File: config.mk
export PLATFORM = sky130hd
export DESIGN_NAME = winsorized_variance
export DESIGN_NICKNAME = d
export VERILOG_FILES = /design/src/design/wv_pkg.sv /design/src/design/wv_mul.sv /design/src/design/wv_div.sv /design/src/design/winsorized_variance.sv
export SDC_FILE = /design/constraint.sdc
export NUM_CORES = 2
export LEC_CHECK = 0
export ABC_AREA = 1
export BUFFER_PORTS_ARGS = -buffer_cell sky130_fd_sc_hd__buf_2
export CAP_MARGIN = 20
export CORE_UTILIZATION = 59
export CTS_CLUSTER_SIZE = 30
export DETAILED_ROUTE_END_ITERATION = 12
export GPL_TIMING_DRIVEN = 0
export PLACE_DENSITY = 0.78
export SETUP_SLACK_MARGIN = 0.2
export SKIP_CTS_REPAIR_TIMING = 1
export SLEW_MARGIN = 40
export SYNTH_ARGS = -nofsm -noshare
export SYNTH_HDL_FRONTEND = slang
export SYNTH_HIERARCHICAL = 1
export SYNTH_SLANG_ARGS = --single-unit
File: constraint.sdc
create_clock -name i_clk -period 7.3 [get_ports i_clk]
set_input_delay 0.365 -clock i_clk [delete_from_list [all_inputs] [get_ports i_clk]]
set_output_delay 0.365 -clock i_clk [all_outputs]
set_load 0.02 [all_outputs]
File: src/design/wv_pkg.sv
// Shared types, widths and constants of the winsorized variance block.
package wv_pkg;

    localparam int MAX_SAMPLES = 4096;
    localparam int SMP_W       = 16;
    localparam int TRIM_W      = 16;
    localparam int CNT_W       = 13;
    localparam int CFG_W       = 16;
    localparam int VAR_W       = 39;
    localparam int SUM_W       = 29;
    localparam int SQ_W        = 44;
    localparam int ABS_W       = 28;
    localparam int DEN_W       = 24;
    localparam int NUM_W       = 57;
    localparam int MUL_A_W     = 32;
    localparam int MUL_B_W     = 16;
    localparam int MUL_P_W     = MUL_A_W + MUL_B_W;
    localparam int FRAC_W      = 8;
    localparam int QUO_W       = VAR_W;
    localparam int DIV_SH      = QUO_W - FRAC_W;
    localparam int DIV_CNT_W   = $clog2(QUO_W + 1);

    localparam logic [TRIM_W-1:0] HALF_TRIM = TRIM_W'(32768);
    localparam logic [VAR_W-1:0]  VAR_MAX   = {VAR_W{1'b1}};
    localparam logic [CNT_W-1:0]  MIN_N     = CNT_W'(2);
    localparam logic [CNT_W-1:0]  MAX_N     = CNT_W'(MAX_SAMPLES);

    typedef enum logic [0:0] {
        REG_TRIM  = 1'b0,
        REG_COUNT = 1'b1
    } t_reg_idx;

    typedef enum logic [4:0] {
        S_IDLE,
        S_CFG_MUL,
        S_CFG_DEN,
        S_CFG_HIGH,
        S_SQ,
        S_WSQ,
        S_WX,
        S_ACC,
        S_ABS,
        S_S2_LO,
        S_S2_HI,
        S_NSS_LO,
        S_NSS_HI,
        S_NSS_SUM,
        S_DIFF,
        S_SAT,
        S_DIV,
        S_OUT
    } t_state;

endpackage

File: src/design/wv_mul.sv
// Shared unsigned multiplier with a registered product.
module wv_mul (
    input  logic                        i_clk,
    input  logic [wv_pkg::MUL_A_W-1:0]  i_a,
    input  logic [wv_pkg::MUL_B_W-1:0]  i_b,
    output logic [wv_pkg::MUL_P_W-1:0]  o_p
);
    import wv_pkg::*;

    logic [MUL_P_W-1:0] r_p;

    always_ff @(posedge i_clk) begin
        r_p <= MUL_P_W'(i_a) * MUL_P_W'(i_b);
    end

    assign o_p = r_p;

endmodule

File: src/design/wv_div.sv
// Restoring divider, one quotient bit per cycle, 8 fraction bits appended.
module wv_div (
    input  logic                      i_clk,
    input  logic                      i_rst_n,
    input  logic                      i_start,
    input  logic [wv_pkg::NUM_W-1:0]  i_num,
    input  logic [wv_pkg::DEN_W-1:0]  i_den,
    output logic                      o_done,
    output logic [wv_pkg::QUO_W-1:0]  o_quo
);
    import wv_pkg::*;

    logic [DEN_W-1:0]     r_rem;
    logic [QUO_W-1:0]     r_sh;
    logic [DEN_W-1:0]     r_den;
    logic [DIV_CNT_W-1:0] r_cnt;
    logic                 r_busy;
    logic                 r_done;

    logic [DEN_W:0]   w_trial;
    logic [DEN_W:0]   w_diff;
    logic             w_ge;
    logic [DEN_W-1:0] n_rem;

    // Shift in the next numerator bit, subtract the divisor when it fits.
    always_comb begin
        w_trial = {r_rem, r_sh[QUO_W-1]};
        w_diff  = w_trial - {1'b0, r_den};
        w_ge    = (w_trial >= {1'b0, r_den});
        n_rem   = w_ge ? w_diff[DEN_W-1:0] : w_trial[DEN_W-1:0];
    end

    always_ff @(posedge i_clk) begin
        if (!i_rst_n) begin
            r_busy <= 1'b0;
            r_done <= 1'b0;
            r_cnt  <= '0;
        end else begin
            r_done <= 1'b0;
            if (i_start) begin
                // Caller guarantees the quotient fits, so the top part is below the divisor.
                r_rem  <= i_num[DIV_SH +: DEN_W];
                r_sh   <= {i_num[DIV_SH-1:0], {FRAC_W{1'b0}}};
                r_den  <= i_den;
                r_cnt  <= DIV_CNT_W'(QUO_W);
                r_busy <= 1'b1;
            end else if (r_busy) begin
                r_rem <= n_rem;
                r_sh  <= {r_sh[QUO_W-2:0], w_ge};
                r_cnt <= r_cnt - DIV_CNT_W'(1);
                if (r_cnt == DIV_CNT_W'(1)) begin
                    r_busy <= 1'b0;
                    r_done <= 1'b1;
                end
            end
        end
    end

    assign o_done = r_done;
    assign o_quo  = r_sh;

endmodule

File: src/design/winsorized_variance.sv
// Top level of the winsorized variance block: sequencer, sums and output register.
//
// Usage: one set of sorted signed 16-bit samples enters on the input channel
// (i_in_valid / o_in_stall / i_sample), one sample per item, lowest first.
// After the last sample of a set, one result leaves on the output channel
// (o_out_valid / i_out_stall / o_variance / o_fully_trimmed).
// Configuration: i_wr_en with i_wr_index and i_wr_data writes the trim
// fraction or the set size; any write drops the set in progress, then the
// block works out the trim bounds and n*(n-1) in S_CFG_MUL .. S_CFG_HIGH.
// Processing: a sample that carries weight is accepted, then passes through
// S_SQ, S_WSQ, S_WX and S_ACC on the shared multiplier and accumulator;
// a trimmed-off sample is only accepted. The last sample of a set then goes
// through |S|, four multiplier passes and a sum for S^2 and n*SS, the
// difference and range check, the bit-serial divider (39 quotient bits,
// then done), then the load of the output register. Fully trimmed sets skip
// all of that and go from the last sample straight to the output load.
// A waiting result sits in the output register while the next set streams
// in; only the next result waits for a stall to clear.
// Reset (synchronous, active low) restores trim 0 and set size 2, clears
// the sums and drops any result not yet taken.
module winsorized_variance (
    input  logic                         i_clk,
    input  logic                         i_rst_n,
    input  logic                         i_wr_en,
    input  wv_pkg::t_reg_idx             i_wr_index,
    input  logic [wv_pkg::CFG_W-1:0]     i_wr_data,
    input  logic                         i_in_valid,
    output logic                         o_in_stall,
    input  logic signed [wv_pkg::SMP_W-1:0] i_sample,
    output logic                         o_out_valid,
    input  logic                         i_out_stall,
    output logic [wv_pkg::VAR_W-1:0]     o_variance,
    output logic                         o_fully_trimmed
);
    import wv_pkg::*;

    t_state r_state;
    t_state n_state;

    // Configuration and derived bounds
    logic [TRIM_W-1:0] r_trim;
    logic [CNT_W-1:0]  r_count;
    logic [CNT_W-1:0]  r_ilow;
    logic [CNT_W-1:0]  r_ihigh;
    logic [DEN_W-1:0]  r_den;

    // Running set state
    logic [CNT_W-1:0]        r_index;
    logic signed [SUM_W-1:0] r_val_sum;
    logic [SQ_W-1:0]         r_sq_sum;

    // Current sample
    logic [SMP_W-1:0] r_mag;
    logic             r_neg;
    logic [CNT_W-1:0] r_wt;
    logic             r_last;

    // Finish path
    logic [ABS_W-1:0] r_abs;
    logic [NUM_W-1:0] r_acc;
    logic [NUM_W-1:0] r_s2;
    logic [NUM_W-1:0] r_num;
    logic [VAR_W-1:0] r_res_var;
    logic             r_res_ft;

    // Output register
    logic             r_out_valid;
    logic [VAR_W-1:0] r_out_var;
    logic             r_out_ft;

    logic [CNT_W-1:0]   w_n;
    logic               w_full;
    logic               w_last;
    logic [CNT_W-1:0]   w_wt;
    logic [SMP_W-1:0]   w_mag;
    logic               w_sat;
    logic               w_out_free;
    logic [MUL_A_W-1:0] w_mul_a;
    logic [MUL_B_W-1:0] w_mul_b;
    logic [MUL_P_W-1:0] w_prod;
    logic               w_div_start;
    logic               w_div_done;
    logic [QUO_W-1:0]   w_quo;
    logic [SUM_W-1:0]   w_sum_neg;

    wv_mul u_mul (
        .i_clk (i_clk),
        .i_a   (w_mul_a),
        .i_b   (w_mul_b),
        .o_p   (w_prod)
    );

    wv_div u_div (
        .i_clk   (i_clk),
        .i_rst_n (i_rst_n),
        .i_start (w_div_start),
        .i_num   (r_num),
        .i_den   (r_den),
        .o_done  (w_div_done),
        .o_quo   (w_quo)
    );

    // Clamp the set size into the supported range.
    always_comb begin
        if (r_count < MIN_N) begin
            w_n = MIN_N;
        end else if (r_count > MAX_N) begin
            w_n = MAX_N;
        end else begin
            w_n = r_count;
        end
    end

    assign w_full     = (r_trim >= HALF_TRIM);
    assign w_last     = (r_index >= w_n - CNT_W'(1));
    assign w_mag      = i_sample[SMP_W-1] ? SMP_W'(-i_sample) : SMP_W'(i_sample);
    assign w_sat      = (r_num >= NUM_W'({r_den, {DIV_SH{1'b0}}}));
    assign w_out_free = !r_out_valid || !i_out_stall;
    assign w_sum_neg  = -r_val_sum;

    // Weight of the sample at the current position: the edge samples stand in
    // for the trimmed ones, and a lone middle sample stands in for all of them.
    always_comb begin
        w_wt = '0;
        if (!w_full) begin
            if (r_index == r_ilow && r_index == r_ihigh) begin
                w_wt = w_n;
            end else if (r_index == r_ilow || r_index == r_ihigh) begin
                w_wt = r_ilow + CNT_W'(1);
            end else if (r_index > r_ilow && r_index < r_ihigh) begin
                w_wt = CNT_W'(1);
            end
        end
    end

    // Hold off input while busy, while a register is written and in reset.
    assign o_in_stall = (r_state != S_IDLE) || i_wr_en || !i_rst_n;

    always_ff @(posedge i_clk) begin
        if (!i_rst_n) begin
            r_state <= S_IDLE;
        end else begin
            r_state <= n_state;
        end
    end

    // Sequencer: next state, multiplier operands, divider start.
    always_comb begin
        n_state     = r_state;
        w_mul_a     = '0;
        w_mul_b     = '0;
        w_div_start = 1'b0;
        if (i_wr_en) begin
            n_state = S_CFG_MUL;
        end else begin
            unique case (r_state)
                S_IDLE: begin
                    if (i_in_valid) begin
                        if (w_full) begin
                            n_state = w_last ? S_OUT : S_IDLE;
                        end else if (w_wt != '0) begin
                            n_state = S_SQ;
                        end else begin
                            n_state = w_last ? S_ABS : S_IDLE;
                        end
                    end
                end
                S_CFG_MUL: begin
                    w_mul_a = MUL_A_W'(r_trim);
                    w_mul_b = MUL_B_W'(w_n);
                    n_state = S_CFG_DEN;
                end
                S_CFG_DEN: begin
                    w_mul_a = MUL_A_W'(w_n);
                    w_mul_b = MUL_B_W'(w_n - CNT_W'(1));
                    n_state = S_CFG_HIGH;
                end
                S_CFG_HIGH: begin
                    n_state = S_IDLE;
                end
                S_SQ: begin
                    w_mul_a = MUL_A_W'(r_mag);
                    w_mul_b = MUL_B_W'(r_mag);
                    n_state = S_WSQ;
                end
                S_WSQ: begin
                    w_mul_a = w_prod[MUL_A_W-1:0];
                    w_mul_b = MUL_B_W'(r_wt);
                    n_state = S_WX;
                end
                S_WX: begin
                    w_mul_a = MUL_A_W'(r_mag);
                    w_mul_b = MUL_B_W'(r_wt);
                    n_state = S_ACC;
                end
                S_ACC: begin
                    n_state = r_last ? S_ABS : S_IDLE;
                end
                S_ABS: begin
                    n_state = S_S2_LO;
                end
                S_S2_LO: begin
                    w_mul_a = MUL_A_W'(r_abs);
                    w_mul_b = r_abs[MUL_B_W-1:0];
                    n_state = S_S2_HI;
                end
                S_S2_HI: begin
                    w_mul_a = MUL_A_W'(r_abs);
                    w_mul_b = MUL_B_W'(r_abs[ABS_W-1:MUL_B_W]);
                    n_state = S_NSS_LO;
                end
                S_NSS_LO: begin
                    w_mul_a = r_sq_sum[MUL_A_W-1:0];
                    w_mul_b = MUL_B_W'(w_n);
                    n_state = S_NSS_HI;
                end
                S_NSS_HI: begin
                    w_mul_a = MUL_A_W'(r_sq_sum[SQ_W-1:MUL_A_W]);
                    w_mul_b = MUL_B_W'(w_n);
                    n_state = S_NSS_SUM;
                end
                S_NSS_SUM: begin
                    n_state = S_DIFF;
                end
                S_DIFF: begin
                    n_state = S_SAT;
                end
                S_SAT: begin
                    if (w_sat) begin
                        n_state = S_OUT;
                    end else begin
                        w_div_start = 1'b1;
                        n_state     = S_DIV;
                    end
                end
                S_DIV: begin
                    if (w_div_done) begin
                        n_state = S_OUT;
                    end
                end
                S_OUT: begin
                    if (w_out_free) begin
                        n_state = S_IDLE;
                    end
                end
                default: begin
                    n_state = S_IDLE;
                end
            endcase
        end
    end

    // Datapath registers, advanced by the sequencer state.
    always_ff @(posedge i_clk) begin
        if (!i_rst_n) begin
            r_trim      <= '0;
            r_count     <= MIN_N;
            r_ilow      <= '0;
            r_ihigh     <= CNT_W'(1);
            r_den       <= DEN_W'(2);
            r_index     <= '0;
            r_val_sum   <= '0;
            r_sq_sum    <= '0;
            r_out_valid <= 1'b0;
        end else begin
            // Drop a taken result unless a new one loads in the same cycle.
            if (r_out_valid && !i_out_stall && (r_state != S_OUT || i_wr_en)) begin
                r_out_valid <= 1'b0;
            end
            if (i_wr_en) begin
                // Drop the set in progress on any register write.
                unique case (i_wr_index)
                    REG_TRIM:  r_trim  <= i_wr_data[TRIM_W-1:0];
                    REG_COUNT: r_count <= i_wr_data[CNT_W-1:0];
                    default:   r_trim  <= r_trim;
                endcase
                r_index   <= '0;
                r_val_sum <= '0;
                r_sq_sum  <= '0;
            end else begin
                unique case (r_state)
                    S_IDLE: begin
                        if (i_in_valid) begin
                            r_mag     <= w_mag;
                            r_neg     <= i_sample[SMP_W-1];
                            r_wt      <= w_wt;
                            r_last    <= w_last;
                            r_index   <= w_last ? '0 : r_index + CNT_W'(1);
                            r_res_var <= '0;
                            r_res_ft  <= 1'b1;
                        end
                    end
                    S_CFG_DEN: begin
                        r_ilow <= w_prod[TRIM_W +: CNT_W];
                    end
                    S_CFG_HIGH: begin
                        r_den   <= w_prod[DEN_W-1:0];
                        r_ihigh <= w_n - CNT_W'(1) - r_ilow;
                    end
                    S_WX: begin
                        r_sq_sum <= r_sq_sum + w_prod[SQ_W-1:0];
                    end
                    S_ACC: begin
                        if (r_neg) begin
                            r_val_sum <= r_val_sum - $signed({1'b0, w_prod[SUM_W-2:0]});
                        end else begin
                            r_val_sum <= r_val_sum + $signed({1'b0, w_prod[SUM_W-2:0]});
                        end
                    end
                    S_ABS: begin
                        r_abs <= r_val_sum[SUM_W-1] ? w_sum_neg[ABS_W-1:0]
                                                    : r_val_sum[ABS_W-1:0];
                    end
                    S_S2_HI: begin
                        r_acc <= NUM_W'(w_prod);
                    end
                    S_NSS_LO: begin
                        r_s2 <= r_acc + (NUM_W'(w_prod) << MUL_B_W);
                    end
                    S_NSS_HI: begin
                        r_acc <= NUM_W'(w_prod);
                    end
                    S_NSS_SUM: begin
                        r_acc <= r_acc + (NUM_W'(w_prod) << MUL_A_W);
                    end
                    S_DIFF: begin
                        // n*SS - S^2, floored at zero
                        r_num <= (r_acc > r_s2) ? r_acc - r_s2 : '0;
                    end
                    S_SAT: begin
                        r_res_var <= VAR_MAX;
                        r_res_ft  <= 1'b0;
                    end
                    S_DIV: begin
                        if (w_div_done) begin
                            r_res_var <= w_quo;
                        end
                    end
                    S_OUT: begin
                        if (w_out_free) begin
                            r_out_valid <= 1'b1;
                            r_out_var   <= r_res_var;
                            r_out_ft    <= r_res_ft;
                            r_val_sum   <= '0;
                            r_sq_sum    <= '0;
                        end
                    end
                    default: begin
                        r_index <= r_index;
                    end
                endcase
            end
        end
    end

    assign o_out_valid     = r_out_valid;
    assign o_variance      = r_out_var;
    assign o_fully_trimmed = r_out_ft;

endmodule

==> out/metrics.csv <==
metric,value,unit
worst path required time,7.85,ns
CP Max Fanout,7,
min-delay src,i_wr_data[9],
finished layout cell area,66340,µm²
crit path kind,reg -> reg,
CP Capture Type,flip-flop,
initial core utilization,59.60,%
Netlist Area Pre-Place,58660,µm²
core area,98420,µm²
Cell variety after synth,70,
Cells after Synth,7809,
drt initial violations,5737,
f_max,134.8,MHz
clk_skew,0.04269,ns
Die X,317.3,µm
Slew HR,13.53,%
TritonCTS clock tree,yes,
nets@finish,8938,
RSZ-0062 raised after global routing,true,
Slew @ Worst Pin,1.297,ns
initial antenna violation count,9,
Via-to-Cell Ratio,5.808,
"Avg Cell Area, Syn",7.512,µm²
worst min path class,in -> reg,
GP Congestion,1.066,
share of the synthesized area in the top cell type,20.32,%
Antenna Nets Post-Route,0,
cell accounting for the most synthesized area,edfxtp_1,
TritonRoute pass-1 iters,6,
largest net degree at the start of global routing,25,
setup TNS,-0.4257,ns
Final min period,7.416,ns
hold path cells,3,
drt total wl,211.5,mm
number of global-route vias before repair,52310,
Die H,317.3,µm
global-route wire length before repair,307.6,mm
max-slew violations,0,
setup ws final,-0.1162,ns
syn nets,8687,
port bufs,78,
worst skew pair latency,0.67,ns
startpoint types,flip-flop,
row count,115,
status,"complete, but fails checks",
CTS clock-pin slew for the worst setup and hold paths,0.06,ns
Worst Hold Slack,-0.02133,ns
Final setup viols,10,
failing checks,"negative hold slack, negative setup slack",
I/O pin cnt,80,
Seq cells post-synth,624,
Final Hold Vio Count,3,
CP max stage cell,fa_2,
GR Util All Layers,41.19,%
CP arrival,7.96,ns
power density cells,131.9,nW/µm²
period utilization,101.6,%
ys async rst share,0,%
Layout Area Growth over Synthesis,13.09,%
total of max-cap violations,0,
Die Area,100700,µm²
clk root buf,clkbuf_16,
Register-to-Register Path Depth,40,
Max stage delay on crit path,0.59,ns
grt total ovfl,0,
area post-placement,61160,µm²
main flop type after synthesis,edfxtp_1,
layout cells sized above 1,11.25,%
H-tree lvl count,3,
RR Endpoint,u_mul/o_p[23],
Synth warnings,6,
R2R setup slack,-0.12,ns
Worst R2R Start,r_count[1],
drc violations,0,
Leak,32.44,nW
filler cell count,8481,
"EDFF count, synth",397,
DPL Wire Length,170.3,mm
WL per Instance,22.49,µm
Hold EP,r_trim[9],
DR vias,54630,
Area contributors post-synth,"edfxtp_1, fa_1, nand2_1",
register area share after synthesis,28.07,%
cts bufs inserted,68,
CTS max path bufs,3,
VDD IR-drop max,149.5,µV
Sink Count,624,
==> registers in the layout (all words and copies together), names as in the netlist, 29 cells and up <==
signal and count:
r_num 57, u_div/o_quo 39, o_variance 39, r_s2 57
u_mul/o_p 48, r_res_var 39, r_acc 57, r_sq_sum 44
r_val_sum 29
==> cells by family after synthesis <==
kind of cell | after synthesis | share of synthesized area [%]
AOI/OAI and AO/OA | 1206 | 11.63
and+or+nand+nor | 3121 | 22.03
xor gates and xnor gates | 216 | 3.238
DFF | 624 | 28.07
adders and majority gates | 840 | 23.36
buffers and inverters | 1802 | 11.67
==> cell type report <==
type / count / area [µm²] / share of cell area (%)
antenna: 7 / 17.52 / 0.02641
sequential: 624 / 16500 / 24.87
clock buffer: 91 / 1943 / 2.929
timing repair buffer: 181 / 1597 / 2.407
inverter: 1570 / 5924 / 8.931
multi-input combinational: 5383 / 36950 / 55.70
buffer: 232 / 1445 / 2.178
tap: 1287 / 1610 / 2.427
clock inverter: 31 / 356.6 / 0.5375
==> worst max-delay path: cells and delay by family (launching register included) <==
family,cells,cell delay (ns)
xor+xnor,1,0.18
buf+inv,11,0.83
flops,1,0.37
fa+ha+maj,8,3.68
compound gates,2,0.44
simple gates,18,1.75
==> stage by stage <==
step / total power, mW / utilization (%) / cells / setup slack, ns / hold slack, ns
after detailed placement: 5.044 / 62.14 / 9190 / -1.813 / 0.4045
final: 8.751 / 67.40 / 9406 / -0.1162 / -0.02133
after global placement: 5.026 / 61.63 / 9174 / -1.955 / 0.4023
after floorplan: 4.628 / - / 7809 / 0.4502 / 0.4003
after CTS: 8.582 / 64.48 / 9312 / -1.872 / -0.1183
after global routing: 8.986 / 67.40 / 9404 / -0.2533 / 0.007405
==> how the worst max path moves through the flow <==
stage / start / end
after floorplan: r_count[5] / u_mul/o_p[32]
after global placement: r_state[2] / u_mul/o_p[45]
after detailed placement: r_state[4] / u_mul/o_p[45]
after CTS: r_state[3] / u_mul/o_p[45]
after global routing: r_count[1] / u_mul/o_p[23]
final: r_count[1] / u_mul/o_p[23]
==> Yosys cell counts (all sizes together), types with 35 or more instances <==
library cell	n
ha	415
nand2	1935
clkbuf	211
xor2	142
nand4	94
xnor2	74
dfxtp	227
nor3	67
inv	1562
nor2	731
nand3	205
or2	35
edfxtp	397
a21oi	572
o21ai	337
fa	425
a31oi	73
==> power by group <==
group,leakage [nW],switching [mW],internal [mW]
sequential,5.52,0.0611,3.76
combinational,25.8,0.919,0.427
clock,1.12,1.54,2.04
total,32.4,2.52,6.23
==> placed cells by master (no fill, tap or decap), drive strengths merged, types with 9 or more instances in the layout <==
| cell | count |
|---|---|
| o22ai | 21 |
| o211ai | 16 |
| nand3 | 205 |
| a21oi | 572 |
| a22oi | 12 |
| inv | 1569 |
| dfxtp | 227 |
| nor3 | 67 |
| edfxtp | 397 |
| a221oi | 29 |
| xor2 | 142 |
| buf | 237 |
| dlygate4sd3 | 14 |
| or2 | 35 |
| a31oi | 73 |
| o21a | 30 |
| o21ai | 337 |
| nor4 | 30 |
| clkbuf | 253 |
| o221ai | 12 |
| nand4 | 94 |
| xnor2 | 74 |
| a21boi | 12 |
| ha | 415 |
| nand2 | 1935 |
| clkinv | 23 |
| fa | 425 |
| nand3b | 9 |
| o21bai | 21 |
| a41oi | 9 |
| a21o | 28 |
| nor2 | 731 |
==> layer usage <==
metal	GRT usage [%]	routed length (µm)	up-vias
met5	0	13	-
met4	30.23	17910	2
met3	7.604	19740	745
met2	66.06	95610	2839
met1	49.66	78270	25800
li1	-	-	25250
(Power assumes the default switching activity.)
